### src/design/hangul_grid_stack_machine_defines.svh
// Assertion macros for the grid stack machine.
`ifndef HANGUL_GRID_STACK_MACHINE_DEFINES_SVH
`define HANGUL_GRID_STACK_MACHINE_DEFINES_SVH

`ifndef SYNTHESIS
`define HGSM_ASSERT(name, prop, msg) \
  name: assert property (@(posedge clk_i) disable iff (!rst_ni) prop) else $error(msg);
`define HGSM_ASSERT_ALWAYS(name, prop, msg) \
  name: assert property (@(posedge clk_i) prop) else $error(msg);
`else
`define HGSM_ASSERT(name, prop, msg)
`define HGSM_ASSERT_ALWAYS(name, prop, msg)
`endif

`endif

### src/design/hgsm_pkg.sv
package hgsm_pkg;

  localparam int GRID_COLS_DEF   = 128;
  localparam int GRID_ROWS_DEF   = 128;
  localparam int STORE_DEPTH_DEF = 128;
  localparam int NUM_STORES      = 28;

  localparam logic [4:0]  QUEUE_STORE  = 5'd21;
  localparam logic [20:0] HANGUL_FIRST = 21'h00AC00;
  localparam logic [20:0] HANGUL_LAST  = 21'h00D7A3;
  localparam logic [13:0] NOP_CELL     = 14'd6496;
  localparam logic [4:0]  FIN_IN_NUM   = 5'd21;
  localparam logic [4:0]  FIN_IN_CHR   = 5'd27;

  localparam logic [14:0] DEC_M1     = 15'd28533;
  localparam logic [9:0]  INIT_SPAN  = 10'd588;
  localparam logic [9:0]  DEC_M2     = 10'd586;
  localparam logic [9:0]  VOWEL_SPAN = 10'd28;

  localparam logic [4:0] INS_DIV  = 5'd2;
  localparam logic [4:0] INS_ADD  = 5'd3;
  localparam logic [4:0] INS_MUL  = 5'd4;
  localparam logic [4:0] INS_MOD  = 5'd5;
  localparam logic [4:0] INS_OUT  = 5'd6;
  localparam logic [4:0] INS_PUSH = 5'd7;
  localparam logic [4:0] INS_DUP  = 5'd8;
  localparam logic [4:0] INS_SEL  = 5'd9;
  localparam logic [4:0] INS_MOVE = 5'd10;
  localparam logic [4:0] INS_CMP  = 5'd12;
  localparam logic [4:0] INS_BR   = 5'd14;
  localparam logic [4:0] INS_SUB  = 5'd16;
  localparam logic [4:0] INS_SWAP = 5'd17;
  localparam logic [4:0] INS_EXIT = 5'd18;

  localparam logic [2:0] EV_NONE = 3'd0;
  localparam logic [2:0] EV_NUM  = 3'd1;
  localparam logic [2:0] EV_CHR  = 3'd2;
  localparam logic [2:0] EV_EXIT = 3'd3;
  localparam logic [2:0] EV_HALT = 3'd4;

  localparam logic [0:0] CFG_GRID_WIDTH  = 1'b0;
  localparam logic [0:0] CFG_GRID_HEIGHT = 1'b1;

  typedef enum logic [2:0] {
    ALU_ADD,
    ALU_SUB,
    ALU_MUL,
    ALU_CMP,
    ALU_DIV,
    ALU_MOD
  } alu_op_e;

  function automatic logic [1:0] operands_needed(logic [4:0] ins);
    logic [1:0] n;
    unique case (ins)
      INS_DIV, INS_ADD, INS_MUL, INS_MOD, INS_CMP, INS_SUB, INS_SWAP: n = 2'd2;
      INS_OUT, INS_DUP, INS_MOVE, INS_BR:                             n = 2'd1;
      default:                                                        n = 2'd0;
    endcase
    return n;
  endfunction

  function automatic logic [3:0] stroke_count(logic [4:0] fin);
    logic [3:0] c;
    unique case (fin)
      5'd0:                                    c = 4'd0;
      5'd1, 5'd19:                             c = 4'd2;
      5'd2, 5'd3, 5'd16, 5'd17, 5'd20, 5'd23,
      5'd25, 5'd26:                            c = 4'd4;
      5'd4:                                    c = 4'd2;
      5'd5, 5'd6, 5'd8:                        c = 4'd5;
      5'd7, 5'd22, 5'd24, 5'd27:               c = 4'd3;
      5'd9, 5'd12:                             c = 4'd7;
      5'd10, 5'd11, 5'd13, 5'd14:              c = 4'd9;
      5'd15:                                   c = 4'd8;
      5'd18:                                   c = 4'd6;
      5'd21:                                   c = 4'd1;
      default:                                 c = 4'd0;
    endcase
    return c;
  endfunction

endpackage

### src/design/hgsm_alu.sv
module hgsm_alu (
  input  logic              clk_i,
  input  logic              rst_ni,
  input  logic              start_i,
  input  hgsm_pkg::alu_op_e op_i,
  input  logic [31:0]       x_i,
  input  logic [31:0]       y_i,
  output logic              done_o,
  output logic [31:0]       res_o
);
  import hgsm_pkg::*;

  logic        run_q;
  logic [5:0]  cnt_q;
  logic [31:0] rem_q, quo_q, dy_q, res_q;
  logic        negq_q, negr_q, mod_q, done_q;
  logic [32:0] rsh;
  logic [32:0] rdiff;
  logic [63:0] prod;

  assign rsh   = {rem_q, quo_q[31]};
  assign rdiff = rsh - {1'b0, dy_q};
  assign prod  = x_i * y_i;

  always_ff @(posedge clk_i or negedge rst_ni) begin
    if (!rst_ni) begin
      run_q  <= 1'b0;
      cnt_q  <= '0;
      rem_q  <= '0;
      quo_q  <= '0;
      dy_q   <= '0;
      res_q  <= '0;
      negq_q <= 1'b0;
      negr_q <= 1'b0;
      mod_q  <= 1'b0;
      done_q <= 1'b0;
    end else begin
      done_q <= 1'b0;
      if (start_i) begin
        unique case (op_i)
          ALU_ADD: begin
            res_q  <= x_i + y_i;
            done_q <= 1'b1;
          end
          ALU_SUB: begin
            res_q  <= x_i - y_i;
            done_q <= 1'b1;
          end
          ALU_MUL: begin
            res_q  <= prod[31:0];
            done_q <= 1'b1;
          end
          ALU_CMP: begin
            res_q  <= ($signed(x_i) >= $signed(y_i)) ? 32'd1 : 32'd0;
            done_q <= 1'b1;
          end
          ALU_DIV, ALU_MOD: begin
            if (y_i == '0) begin
              res_q  <= '0;
              done_q <= 1'b1;
            end else begin
              quo_q  <= x_i[31] ? -x_i : x_i;
              dy_q   <= y_i[31] ? -y_i : y_i;
              rem_q  <= '0;
              cnt_q  <= 6'd32;
              negq_q <= x_i[31] ^ y_i[31];
              negr_q <= x_i[31];
              mod_q  <= (op_i == ALU_MOD);
              run_q  <= 1'b1;
            end
          end
          default: begin
            res_q  <= '0;
            done_q <= 1'b1;
          end
        endcase
      end else if (run_q) begin
        if (cnt_q != '0) begin
          if (!rdiff[32]) begin
            rem_q <= rdiff[31:0];
            quo_q <= {quo_q[30:0], 1'b1};
          end else begin
            rem_q <= rsh[31:0];
            quo_q <= {quo_q[30:0], 1'b0};
          end
          cnt_q <= cnt_q - 6'd1;
        end else begin
          if (mod_q) begin
            res_q <= negr_q ? -rem_q : rem_q;
          end else begin
            res_q <= negq_q ? -quo_q : quo_q;
          end
          done_q <= 1'b1;
          run_q  <= 1'b0;
        end
      end
    end
  end

  assign done_o = done_q;
  assign res_o  = res_q;

endmodule

### config.mk
export PLATFORM = sky130hd
export DESIGN_NAME = hgsm_alu
export DESIGN_NICKNAME = d
export VERILOG_FILES = /design/src/design/hangul_grid_stack_machine_defines.svh /design/src/design/hgsm_pkg.sv /design/src/design/hgsm_alu.sv
export SDC_FILE = /design/constraint.sdc
export NUM_CORES = 2
export LEC_CHECK = 0
export BUFFER_PORTS_ARGS = -buffer_cell sky130_fd_sc_hd__buf_2
export CORE_UTILIZATION = 60
export CTS_CLUSTER_DIAMETER = 30
export CTS_CLUSTER_SIZE = 28
export DETAILED_ROUTE_END_ITERATION = 10
export GPL_ROUTABILITY_DRIVEN = 0
export PLACE_DENSITY = 0.77
export SYNTH_ARGS = -nofsm -noshare
export SYNTH_HDL_FRONTEND = slang
export SYNTH_SLANG_ARGS = --single-unit
### constraint.sdc
create_clock -name clk_i -period 5.97 [get_ports clk_i]
set_clock_uncertainty 0.2 [all_clocks]
set_input_delay 1.194 -clock clk_i [delete_from_list [all_inputs] [get_ports clk_i]]
set_output_delay 1.194 -clock clk_i [all_outputs]
set_load 0.005 [all_outputs]
==> metrics.md <==
| Metric | Value |
|---|---|
| Root Buffer | `clkbuf_16` |
| DR pass1 iterations | `11` |
| Die Height | `224.5 um` |
| Inst Count DP | `4486` |
| Cts bufs inserted | `17` |
| Final non-filler cell total | `4551` |
| Wire per inst | `23.41 um` |
| Hold Crit Class | `register to register` |
| Commonest cells in the netlist | `inv_1 (496), nand2_1 (427), fa_1 (411)` |
| Gr usage total | `41.58%` |
| Vias in the first global route | `28.22k` |
| CP max FO | `9` |
| Floorplan row count | `81` |
| Synth Instances | `3602` |
| Share of cells above drive strength 1 | `19.30%` |
| Pin count of the biggest net entering global routing | `73` |
| Mean Syn Cell Area | `8.249 um^2` |
| Worst slack at placement | `-2171 ps` |
| Final worst path period share | `128.8%` |
| CTS tree | `yes` |
| Die Width | `224.5 um` |
| Clk buf depth | `2` |
| Setup slack, reg-to-reg | `1160 ps` |
| F_max | `0.1300 GHz` |
| Global route overflow | `0` |
| Worst path most repeated cell | `fa_1` |
| CP max-delay cell | `fa_1` |
| Status | `finished, violations left` |
| Final antenna-violating net count | `0` |
| Largest cells by area after synthesis | `fa_1 (28%), dfrtp_1 (12%), ha_1 (9.4%)` |
| Initial antenna violation count | `3` |
| Sequential share of the synthesized area | `11.71%` |
| Syn nets | `4307` |
| Pins Over Slew Limit | `0` |
| Library cells used by synthesis | `77` |
| First-pass GRT wire length | `159.1 mm` |
| R2R depth | `15` |
| Worst R2R Start | `quo_q[31]` |
| Worst Tran Pin Value | `1124 ps` |
| Most used flip-flop cell after synthesis | `dfrtp_1` |
| Initial DRC count | `3257` |
| HPWL Detailed | `80.48 mm` |
| RSZ-0062 raised after global routing | `yes` |
| Violated checks | `setup timing` |
| Crit. End Element | `register` |
| CTS clk-pin slew, worst paths | `70 ps` |
| Startpoint class of the critical path | `input port` |
| Hold_buf cts | `0` |
| CP required | `6140 ps` |
| Async SR Flop Fraction | `100.0%` |
| Boundary Pins | `103` |
| CTS Sinks | `139` |
| P&R area growth vs syn | `19.21%` |
| Final setup violation count | `24` |
| Setup crit end | `res_o[27]` |
| Via count | `28.34k` |
| RR Endpoint | `rem_q[30]` |
| Flip-flop and latch count after synthesis | `139` |
| Worst setup margin | `-1720 ps` |
| Post-Route WL | `106.5 mm` |
| Post-layout min period | `7690 ps` |
| I/O Buffers | `102` |
| # H-tree levels | `4` |
| Critical path class | `input port to register` |
| Post-synth top area share | `27.69%` |
| Worst setup path startpoint | `x_i[14]` |
| Fill count | `3517` |
| Post-Syn Area | `29710 um^2` |
| Vias per cell | `6.228` |
| EDFF count, synth | `0` |
| Clock Latency Late Sink | `460 ps` |
| Largest area contributor in the netlist | `fa_1` |
| Die Footprint | `50410 um^2` |
| NumNets Final | `4579` |
| Core area | `48850 um^2` |
| Critical Path Max Stage Delay | `560 ps` |
| Relative slew slack | `24.81%` |
| Critical path data arrival time | `7860 ps` |
| Max_cap viols | `0` |
| Residual DRC | `0` |
| Final core area utilization | `72.51%` |
| Worst Hold Slack | `275.2 ps` |
| Final Hold Fails | `0` |
| Synth warn | `0` |
| Initial Util | `60.82%` |
| Most instantiated library cell after synthesis | `inv_1` |
[how the worst min path moves through the flow]
| stage | from | to | slack (ps) | cells past startpoint |
|---|---|---|---|---|
| 2_1_floorplan | run_q | run_q | 250 | 1 |
| 5_1_grt | run_q | run_q | 300 | 1 |
| 3_5_place_dp | run_q | run_q | 270 | 1 |
| 3_3_place_gp | run_q | run_q | 260 | 1 |
| 4_1_cts | run_q | run_q | 280 | 1 |
| 6_report | run_q | run_q | 280 | 1 |
[registers in the layout (all words and copies together), names as in the netlist]
register / flops
done_o: 1
cnt_q: 6
negr_q: 1
dy_q: 32
negq_q: 1
res_o: 32
rem_q: 32
run_q: 1
mod_q: 1
quo_q: 32
[per-stage QoR]
step	setup TNS, ps	instance area (um^2)
CTS	-22820	34830
global route	-31330	35420
floorplan	-25090	30340
detailed placement	-40320	33170
global placement	-38480	33170
finish	-28120	35420
[cells in the final DEF, fill, tap and decap left out, types with 20 or more instances in the layout]
master,Yosys,layout
buf_4,0,303
nor3_1,39,37
buf_6,5,52
and2_1,260,221
nand2_1,427,418
inv_2,0,28
o21bai_1,21,20
inv_1,496,468
o21ai_0,201,183
a211oi_1,25,23
or3_1,21,21
fa_2,0,41
buf_2,10,76
and2_4,0,38
nor2_1,211,207
ha_1,224,191
buf_12,0,24
dfrtp_1,139,138
a31oi_1,24,22
a21o_1,22,22
xnor2_1,169,164
o21a_1,25,24
nor4_1,28,27
o31ai_1,48,47
a21oi_1,168,145
mux2i_1,39,38
fa_1,411,370
ha_4,0,29
xor2_1,89,83
nand3_1,34,31
[worst max-delay path: cells and delay by family]
family | cells | cell delay [ps]
XOR/XNOR | 1 | 170
buffers and inverters | 6 | 570
adder cells (fa/ha/maj) | 9 | 4260
AO/OA/AOI/OAI | 8 | 1430
AND/OR/NAND/NOR | 2 | 220
[logic make-up (layout without fill, tap and decap cells)]
family,Yosys count,after routing,share of synthesized area [%]
multiplexers,43,43,1.465
XOR/XNOR,258,258,7.605
flip-flops,139,139,11.71
adder cells (fa/ha/maj),635,635,37.12
AND/OR/NAND/NOR,1129,1129,18.33
AO/OA/AOI/OAI,686,686,14.61
buffers and inverters,712,996,9.163
other,0,1,0
[cell type report]
cell class,instances,area (um^2),area share [%]
well taps,664,830.8,2.346
flip-flops and latches,139,3480,9.824
clock inverters,13,142.6,0.4027
multi-input cells,2751,24770,69.92
diodes,1,2.502,0.007065
clock buffers,18,429.2,1.212
repair buffers,467,3899,11.01
inverters,498,1869,5.278
[repair_timing]
action                     4_1_cts  5_1_grt
hold endpoints to repair         0        0
setup endpoints to repair       24       25
buffers inserted                23       18
pin swaps                      139       97
cloned                           1        0
resized for setup              221      125
[routing by layer]
metal	wire length [um]	vias up	part of all wire [%]	track usage, %
li1	-	12240	-	-
met4	8972	4	8.4	26.93
met1	37930	13530	36	51.77
met5	25	-	0.023	0
met3	12190	582	11	9.105
met2	47420	1993	45	65.52
Power is not shown: default switching activity piles up to over one toggle a cycle in this logic, so the estimate is an artifact.
